## src/rtl/isim_pkg.sv

```systemverilog
// Shared widths, register indexes, commands and decision record for the
// Metropolis spin update block. No dependencies.
`timescale 1ns / 1ps
`default_nettype none
package isim_pkg;

  localparam int ROW_W      = 6;
  localparam int UNI_W      = 32;
  localparam int TH_W       = 32;
  localparam int DE_W       = 5;
  localparam int MAG_W      = 14;
  localparam int CFG_IDX_W  = 8;
  localparam int CFG_DATA_W = 32;

  localparam logic [CFG_IDX_W-1:0] REG_THRESH_FOUR  = CFG_IDX_W'(0);
  localparam logic [CFG_IDX_W-1:0] REG_THRESH_EIGHT = CFG_IDX_W'(1);

  localparam logic [TH_W-1:0] TH_FOUR_RESET  = 32'd1580030168;
  localparam logic [TH_W-1:0] TH_EIGHT_RESET = 32'd581260615;

  localparam logic CMD_LOAD   = 1'b0;
  localparam logic CMD_UPDATE = 1'b1;

  localparam logic signed [DE_W-1:0] DE_ZERO  = 5'sd0;
  localparam logic signed [DE_W-1:0] DE_FOUR  = 5'sd4;
  localparam logic signed [DE_W-1:0] DE_EIGHT = 5'sd8;

  typedef struct packed {
    logic signed [DE_W-1:0] de;
    logic                   accept;
  } decide_t;

endpackage
`default_nettype wire

```

## src/rtl/isim_decide.sv

```systemverilog
// Energy change and Metropolis acceptance for one site and its four neighbors.
// Depends on isim_pkg for widths and the decision record.
`timescale 1ns / 1ps
`default_nettype none
module isim_decide (
  input  wire logic                       s,
  input  wire logic                       left,
  input  wire logic                       right,
  input  wire logic                       up,
  input  wire logic                       down,
  input  wire logic [isim_pkg::UNI_W-1:0] uniform,
  input  wire logic [isim_pkg::TH_W-1:0]  th_four,
  input  wire logic [isim_pkg::TH_W-1:0]  th_eight,
  output isim_pkg::decide_t               dec
);
  import isim_pkg::*;

  logic [2:0]      n_up;
  logic [DE_W-1:0] de_plus;
  logic [DE_W-1:0] de_u;

  always_comb begin
    n_up    = 3'({2'b00, left} + {2'b00, right} + {2'b00, up} + {2'b00, down});
    // dE for s = +1 is 4*n - 8; negate for s = -1
    de_plus = DE_W'({n_up, 2'b00}) - DE_W'(8);
    de_u    = s ? de_plus : (DE_W'(0) - de_plus);
    dec.de  = signed'(de_u);
    if (dec.de[DE_W-1] || dec.de == DE_ZERO) begin
      dec.accept = 1'b1;
    end else if (dec.de == DE_FOUR) begin
      dec.accept = uniform < th_four;
    end else begin
      dec.accept = uniform < th_eight;
    end
  end

endmodule
`default_nettype wire

```

## config.mk

```make
export PLATFORM = sky130hd
export DESIGN_NAME = isim_decide
export DESIGN_NICKNAME = d
export VERILOG_FILES = /design/src/rtl/isim_pkg.sv /design/src/rtl/isim_decide.sv
export SDC_FILE = /design/constraint.sdc
export NUM_CORES = 1
export LEC_CHECK = 0
export BUFFER_PORTS_ARGS = -buffer_cell sky130_fd_sc_hd__buf_2
export CAP_MARGIN = 0
export CORE_UTILIZATION = 35
export DETAILED_ROUTE_END_ITERATION = 12
export PLACE_DENSITY = 0.67
export SLEW_MARGIN = 5
export SYNTH_ARGS = -nofsm -noshare
export SYNTH_HDL_FRONTEND = slang
export SYNTH_SLANG_ARGS = --single-unit
export TNS_END_PERCENT = 20
```

## constraint.sdc

```tcl
create_clock -name vclk -period 3.3
set_clock_uncertainty 0.15 [all_clocks]
set_input_delay 0.165 -clock vclk [all_inputs]
set_output_delay 0.165 -clock vclk [all_outputs]
set_load 0.02 [all_outputs]
```

# Yosys cells after proc, flatten, opt, wreduce, memory -nomap -nowiden
# Cells that the tools add are included.
# word_totals
register_bits,0
latchBits,0
ram_bits,0
mem_bits_ro,0
out_inout_bits,6
mem_count,0
# op_classes
addsub,5
mul,0
div_mod_pow,0
magnitude_cmp,2
eq_ne,1
n_shift,0
mux,3
n_bitwise,0
reduce_logical,2
# op_table
cell,n
less-than comparator 32 bit,2
== test 5 x 4 -> 1 bit (second input constant),1
logical NOT 5 bit,1
two-way mux 5 bit,1
subtractor 1 x 5 -> 5 bit (first input constant),1
subtractor 5 x 4 -> 5 bit (second input constant),1
adder 2 x 1 -> 3 bit,1
adder 3 x 1 -> 3 bit,1
adder 1 x 1 -> 2 bit,1
two-way mux 1 bit,2
logical OR 1 bit,1

# Logic depth before layout (Yosys ltp)
# Gate-level depths: netlist of the first run.
# depth
word_depth,9
depth_mapped,9

# Worst setup path after synthesis of the first run
# OpenSTA, ideal clock, no wires.
# synth_path
path_type,input -> output
from,input left
to,output dec[0] in the netlist's numbering
t_arrival_ns,2.567
setup_slack_ns,0.418
stages,8
n_path_buf,0
path_cell_list,fa_1 -> ha_1 -> fa_1 -> nor3b_1 -> o21ai_1 -> a211oi_1 -> o31ai_1 -> o22ai_1
# synth_lines
element,line_no,source
"start, declared",isim_decide.sv:7,"input wire logic left,"
"end, declared",isim_decide.sv:14,output isim_pkg::decide_t dec

==> impl_metrics.csv, run 1 <==
group,metric,value,unit
pwr,peakVddDrop,0.06313,mV
grt,antenna_found_initial,0,
yosys,synth_top_area_share,0.4601,
grt,track_usage,0.1565,
clock_tree,ctsResizeCount,0,
setup_path,cp_data_arrival_time,2.81,ns
grt,grt_max_degree,7,
yosys,synth_seq_area_share,0,
timing,rsz0062_at_grt,"no",
detailed_routing,first_pass_iters,4,
floorplanning,core,4755,µm²
yosys,synth_area,1740,µm²
detailed_routing,drc,0,
yosys,synth.area.top_cells,"ha_1 46%, inv_1 14%, a21oi_1 6.9%",
timing,tns,0,ns
setup_path,end_kind,"output pin",
detailed_routing,met3_length,215,µm
detailed_routing,met2_length,1815,µm
detailed_routing,drt-initial-drc-count,28,
cells_and_area,fill_cells,508,
setup_path,crit_type,"input pin to output pin",
detailed_routing,vias,1870,
floorplanning,die_h,72.52,µm
yosys,synthDistinctLibCells,35,
placement,place_congestion,0.7575,
setup_path,startpoint,"left",
pwr,powerDensity,130.3,nW/µm²
floorplanning,fp.dieArea,5258,µm²
yosys,synth_top_cell_by_area,"ha_1",
floorplanning,num_io_pins,107,
worst_hold_path,worstHoldStart,"s",
cells_and_area,fin_cells,415,
status,status,"finished, final reports clean",
clock_tree,cts_hold_buf,0,
setup_path,cp.required,2.98,ns
timing,slew_viol_final,0,
detailed_routing,met1_length,2072,µm
yosys,synth_common_cells,"67 x inv_1, 64 x ha_1, 24 x a21oi_1",
grt,grt_pass1_vias,1789,
floorplanning,initial_core_util,0.3661,
timing,setup_violations,0,
setup_path,worstPathMaxFanout,4,
pwr,design_power_total,0.0003048,W
timing,period_minus_slack,3.123,ns
cells_and_area,nClkBuffers,0,
detailed_routing,highest-signal-layer,"met3",
run,drv_cap,0,
cells_and_area,layout.area.seq,0,µm²
grt,grt-ovfl-total,0,
grt,grt_pass1_wl,6982,µm
cells_and_area,area_growth,34.36,%
setup_path,crit_path_top_delay_cell,"fa_1",
timing,min_period_over_period,0.9463,
setup_path,worstSetupStartpointType,"input pin",
detailed_routing,avgRoutedWirePerCell,9.889,µm
detailed_routing,postRouteAntennaNets,0,
floorplanning,row_count,25,
cells_and_area,seq_cells,0,
placement,placed_cells,415,
cells_and_area,fin_nets,517,
yosys,synth_area_per_cell,7.133,µm²
yosys,syn-instance-count,244,
timing,hold_ws,0.5708,ns
clock_tree,post_cts_buffers,0,
pwr,leakage,1.480,nW
placement,hpwl,3907,µm
detailed_routing,viasPerCell,4.506,
setup_path,crit_chain,"buf_2 -> fa_1 -> ha_1 -> fa_1 -> nor3b_1 -> o21ai_1 -> a211oi_1 -> o31ai_1 -> o22ai_1 -> buf_2",
floorplanning,fp.dieW,72.52,µm
setup_path,cp-endpoint,"dec[0]",
timing,fmax,320.2,MHz
cells_and_area,drive_gt1_frac,0.3161,
worst_hold_path,hold_class,"input pin to output pin",
cells_and_area,antenna_cells,0,
yosys,yosysWarnings,0,
timing,hold_viol,0,
placement,port-buffer-count,105,
yosys,synth.most_common_cell,"inv_1",
detailed_routing,drt_wl_total,4104,µm
setup_path,crit_path_max_incr_delay,0.60,ns
## worst max-delay path: cells and delay by family
kind / cells / cell delay, ns
AOI/OAI and AO/OA: 4 / 0.69
adders and majority gates: 3 / 1.43
buffers and inverters: 2 / 0.30
and+or+nand+nor: 1 / 0.22
## worst min path at each step
stage	slack [ns]	cells past startpoint	to
2_1_floorplan	0.33	1	dec[4]
3_3_place_gp	0.57	3	dec[4]
4_1_cts	0.56	3	dec[4]
6_report	0.57	3	dec[4]
3_5_place_dp	0.56	3	dec[4]
5_1_grt	0.60	3	dec[4]
## per-stage QoR
stage / cell area [µm²] / utilization / worst slack (ns)
floorplan: 1744 / - / 0.4185
global placement: 2338 / 0.4918 / 0.3532
detailed placement: 2338 / 0.4918 / 0.1744
CTS: 2338 / 0.4918 / 0.1708
global route: 2338 / 0.4918 / 0.03983
finish: 2338 / 0.4918 / 0.1772
## metal layers
metal,up-vias,GRT usage
li1,1052,-
met1,751,0.2168
met2,67,0.2866
met3,0,0.002778
met4,0,0
met5,-,0
## kinds of logic (layout without fill, tap and decap cells)
family / Yosys count / count (layout) / synth area share
buffers and inverters: 69 / 172 / 0.1531
adder cells (fa/ha/maj): 66 / 66 / 0.4831
AO/OA/AOI/OAI: 58 / 58 / 0.2020
AND/OR/NAND/NOR: 48 / 48 / 0.1474
multiplexers: 2 / 2 / 0.01222
other: 1 / 2 / 0.002155
## cells in the final DEF, fill, tap and decap left out, types with 2 or more instances in the layout
| master | synthesis | final |
|---|---|---|
| a2111o_1 | 2 | 2 |
| a211oi_1 | 3 | 3 |
| a21o_1 | 2 | 2 |
| a21oi_1 | 24 | 24 |
| a31oi_1 | 3 | 3 |
| and3b_1 | 2 | 2 |
| buf_2 | 0 | 105 |
| conb_1 | 1 | 2 |
| fa_1 | 2 | 2 |
| ha_1 | 64 | 64 |
| inv_1 | 67 | 67 |
| nand2_1 | 16 | 16 |
| nand2b_1 | 5 | 5 |
| nand3_1 | 2 | 2 |
| nand4_1 | 10 | 10 |
| nor2_1 | 5 | 5 |
| nor3_1 | 3 | 3 |
| o21ai_0 | 14 | 14 |
## where the power goes
part           internal, W  leakage, nW  total, W  switching [W]
registers                0            0         0              0
logic             0.000147         1.48  0.000305       0.000158
clock network            0            0         0              0
total             0.000147         1.48  0.000305       0.000158
## layout make-up
type | count | area, µm² | area share
multi-input cells | 176 | 1478 | 0.6319
repair buffers | 105 | 525.5 | 0.2247
inverters | 67 | 251.5 | 0.1075
well taps | 67 | 83.83 | 0.03585
(Power assumes the default switching activity.)
==> run 2, diff against run 1 <==
--- a/config.mk
+++ b/config.mk
@@ -10,6 +10,7 @@
 export CORE_UTILIZATION = 35
 export DETAILED_ROUTE_END_ITERATION = 12
 export PLACE_DENSITY = 0.67
+export REMOVE_ABC_BUFFERS = 1
 export SLEW_MARGIN = 5
 export SYNTH_ARGS = -nofsm -noshare
 export SYNTH_HDL_FRONTEND = slang
==> impl_metrics.csv, run 2 (synthesis results as in run 1) <==
group,metric,value,unit
setup_path,crit_type,"input pin to output pin",
timing,min_period_over_period,0.9151,
detailed_routing,avgRoutedWirePerCell,10.24,µm
setup_path,worstSetupStartpointType,"input pin",
placement,dpl_cell_area,2338,µm²
grt,antenna_found_initial,0,
grt,grt-ovfl-total,0,
placement,hpwl,4086,µm
cells_and_area,post-route-cell-area,2338,µm²
detailed_routing,drt_wl_total,4250,µm
timing,slew_viol_final,0,
cells_and_area,seq_cells,0,
cells_and_area,layout.area.seq,0,µm²
timing,hold_viol,0,
pwr,powerDensity,130.7,nW/µm²
floorplanning,fp.dieArea,5258,µm²
setup_path,cp.required,2.98,ns
floorplanning,num_io_pins,107,
clock_tree,ctsResizeCount,0,
pwr,clock_power_share,0,
detailed_routing,postRouteAntennaNets,0,
floorplanning,row_count,25,
floorplanning,fp.dieW,72.52,µm
pwr,design_power_total,0.0003055,W
cells_and_area,antenna_cells,0,
placement,place_congestion,0.7472,
worst_hold_path,hold_class,"input pin to output pin",
grt,track_usage,0.1640,
timing,hold_ws,0.5583,ns
timing,fmax,331.1,MHz
run,drv_cap,0,
setup_path,worstPathMaxFanout,4,
pwr,intPower,0.0001472,W
cells_and_area,nClkBuffers,0,
timing,setup_violations,0,
pwr,leakage,1.480,nW
cells_and_area,mostFrequentLayoutCell,"buf_2",
floorplanning,core,4755,µm²
worst_hold_path,hold_path_depth,3,
cells_and_area,fin_nets,517,
timing,tns,0,ns
clock_tree,cts_hold_buf,0,
setup_path,end_kind,"output pin",
detailed_routing,drt-initial-drc-count,11,
floorplanning,die_h,72.52,µm
pwr,p_sw_frac,0.5182,
pwr,combPwrFrac,1.000,
grt,grt_pass1_wl,7327,µm
placement,port-buffer-count,105,
cells_and_area,drive_gt1_frac,0.3161,
timing,rsz0062_at_grt,"no",
setup_path,cp_data_arrival_time,2.70,ns
cells_and_area,layout_common_cells,"105 x buf_2, 67 x inv_1, 64 x ha_1, 24 x a21oi_1, 16 x nand2_1",
grt,grt_max_degree,7,
clock_tree,post_cts_buffers,0,
placement,placed_cells,415,
status,status,"finished, final reports clean",
worst_hold_path,min_to,"dec[4]",
detailed_routing,first_pass_iters,4,
cells_and_area,fin_cells,415,
worst_hold_path,worstHoldStart,"s",
cells_and_area,area_growth,34.36,%
detailed_routing,viasPerCell,4.595,
pwr,switching_power,0.0001583,W
detailed_routing,drc,0,
detailed_routing,vias,1907,
pwr,seq_power_share,0,
pwr,peakVddDrop,0.05764,mV
grt,grt_pass1_vias,1815,
floorplanning,initial_core_util,0.3661,
timing,period_minus_slack,3.020,ns
-- run 2: how the worst max path moves through the flow --
| stage | to | slack (ns) | cells past startpoint | startpoint |
|---|---|---|---|---|
| after floorplan | dec[0] | 0.42 | 8 | left |
| after global placement | dec[0] | 0.36 | 10 | left |
| after detailed placement | dec[0] | 0.26 | 10 | left |
| after CTS | dec[0] | 0.26 | 10 | left |
| after global routing | dec[0] | 0.14 | 10 | left |
| final | dec[0] | 0.28 | 10 | left |
-- run 2: per-layer routing --
metal	up-vias	share of wire	routed length, µm	track usage
met5	-	0	0	0
met4	0	0	0	0
met3	0	0.057	241	0.008333
met2	57	0.47	1982	0.3084
met1	802	0.48	2026	0.2176
li1	1048	-	-	-
-- run 2: area by class of cell --
cell class         count  area [µm²]
repair buffers       105       525.5
multi-input cells    176        1478
fillers              510        2416
well taps             67       83.83
inverters             67       251.5
-- run 2: through the flow --
| step | worst slack, ns | util |
|---|---|---|
| final | 0.2802 | 0.4918 |
| after global routing | 0.1410 | 0.4918 |
| after CTS | 0.2552 | 0.4918 |
| after detailed placement | 0.2591 | 0.4918 |
| after global placement | 0.3569 | 0.4918 |
| after floorplan | 0.4185 | - |
-- run 2: critical path, cell delays in order --
cell and delay (ns):
buf_2 0.11, fa_1 0.48, ha_1 0.35, fa_1 0.60, nor3b_1 0.20, o21ai_1 0.11, a211oi_1 0.22, o31ai_1 0.11
o22ai_1 0.17, buf_2 0.19
-- run 2: power by group through the flow --
stage / sequential, W / combinational (W) / clock (W)
after floorplan: 0 / 0.000188 / 0
after global placement: 0 / 0.000300 / 0
after detailed placement: 0 / 0.000309 / 0
after CTS: 0 / 0.000310 / 0
after global routing: 0 / 0.000356 / 0
final: 0 / 0.000306 / 0
==> run 3, diff against run 2 <==
==> constraint.sdc (replaced) <==
create_clock -name vclk -period 3.3
set_clock_uncertainty 0.15 [all_clocks]
set_input_delay 0.495 -clock vclk [all_inputs]
set_output_delay 0.495 -clock vclk [all_outputs]
set_load 0.02 [all_outputs]
==> impl_metrics.csv, run 3 (synthesis results as in run 1) <==
group,metric,value,unit
cells_and_area,nClkBuffers,0,
grt,grt-ovfl-total,0,
floorplanning,initial_core_util,0.3661,
grt,grt_pass1_wl,7458,µm
detailed_routing,postRouteAntennaNets,0,
detailed_routing,avgRoutedWirePerCell,10.30,µm
setup_path,end_kind,"output pin",
timing,fmax,293.7,MHz
cells_and_area,layout.area.seq,0,µm²
cells_and_area,mostFrequentLayoutCell,"buf_2",
pwr,peakVddDrop,0.06008,mV
floorplanning,die_h,72.52,µm
setup_path,startpoint,"down",
grt,grt_pass1_vias,1901,
cells_and_area,post-route-cell-area,2396,µm²
worst_hold_path,hold_path_depth,3,
grt,grt_max_degree,7,
timing,hold_viol,0,
cells_and_area,seq_cells,0,
worst_hold_path,worstHoldStart,"s",
cells_and_area,area_growth,37.67,%
pwr,design_power_total,0.0003297,W
cells_and_area,fin_nets,520,
floorplanning,num_io_pins,107,
floorplanning,row_count,25,
detailed_routing,drt_wl_total,4304,µm
placement,place_congestion,0.7568,
cells_and_area,layout_common_cells,"103 x buf_2, 67 x inv_1, 63 x ha_1, 24 x a21oi_1, 16 x nand2_1",
timing,period_minus_slack,3.405,ns
timing,layout_setup_ws,-0.1050,ns
timing,rsz0062_at_grt,"yes",
timing,setup_violations,1,
cells_and_area,drive_gt1_frac,0.3333,
pwr,powerDensity,137.6,nW/µm²
detailed_routing,drc,0,
detailed_routing,viasPerCell,4.632,
grt,track_usage,0.1678,
run,drv_cap,0,
setup_path,cp.required,2.65,ns
floorplanning,fp.dieArea,5258,µm²
setup_path,crit_type,"input pin to output pin",
setup_path,worstSetupStartpointType,"input pin",
placement,hpwl,4039,µm
setup_path,cp_data_arrival_time,2.76,ns
floorplanning,core,4755,µm²
detailed_routing,vias,1936,
placement,port-buffer-count,105,
placement,dpl_cell_area,2361,µm²
worst_hold_path,hold_class,"input pin to output pin",
detailed_routing,drt-initial-drc-count,9,
grt,antenna_found_initial,0,
worst_hold_path,min_to,"dec[4]",
detailed_routing,first_pass_iters,2,
pwr,leakage,1.502,nW
timing,min_period_over_period,1.032,
status,violations,"setup timing",
status,status,"complete, but fails checks",
cells_and_area,antenna_cells,0,
setup_path,worstPathMaxFanout,2,
floorplanning,fp.dieW,72.52,µm
timing,slew_viol_final,0,
==> run 3: layer usage <==
metal,vias up,global-route usage,part of all wire
li1,1056,-,-
met4,0,0,0
met2,55,0.3229,0.47
met1,825,0.2209,0.49
met5,-,0,0
met3,0,0.001389,0.043
==> run 3: power by group <==
group          internal [W]  total, W  switching (W)
sequential                0         0              0
clock                     0         0              0
combinational      0.000165  0.000330       0.000165
==> run 3: stage by stage <==
step | cells | hold WS, ns | setup TNS (ns) | worst slack (ns) | util
floorplan | 243 | 0.9907 | -0.2415 | -0.2415 | -
global placement | 418 | 1.233 | -0.2503 | -0.2503 | 0.4966
detailed placement | 418 | 1.224 | -0.3320 | -0.3320 | 0.4966
CTS | 418 | 1.235 | -0.1863 | -0.1863 | 0.5021
global route | 418 | 1.264 | -0.2534 | -0.2534 | 0.5039
finish | 418 | 1.238 | -0.1050 | -0.1050 | 0.5039
==> run 3: area by class of cell <==
class / instances / area [µm²]
Tap cell: 67 / 83.83
Timing Repair Buffer: 108 / 556.8
Multi-Input combinational cell: 176 / 1504
Fill cell: 508 / 2359
Inverter: 67 / 251.5
==> run 3: worst max-delay path by stage <==
stage,endpoint,depth (start not counted),slack (ns)
after floorplan,dec[0],8,-0.24
after global placement,dec[0],10,-0.25
after detailed placement,dec[0],10,-0.33
after CTS,dec[0],10,-0.19
after global routing,dec[0],10,-0.25
final,dec[0],10,-0.11
==> run 3: critical path: stages <==
cell and delay [ns]:
buf_6 0.09, fa_1 0.57, ha_4 0.21, fa_1 0.50, nor3b_2 0.19, o21ai_2 0.10, a211oi_2 0.15, o31ai_1 0.10
o22ai_1 0.18, buf_4 0.17
==> run 3: repair_timing <==
action | in CTS | in global routing
setup buffers | 0 | 0
pin swaps | 5 | 1
hold buffers | 0 | 0
hold endpoints to repair | 0 | 0
resized for setup | 4 | 2
setup endpoints to repair | 1 | 1
gates cloned | 0 | 0
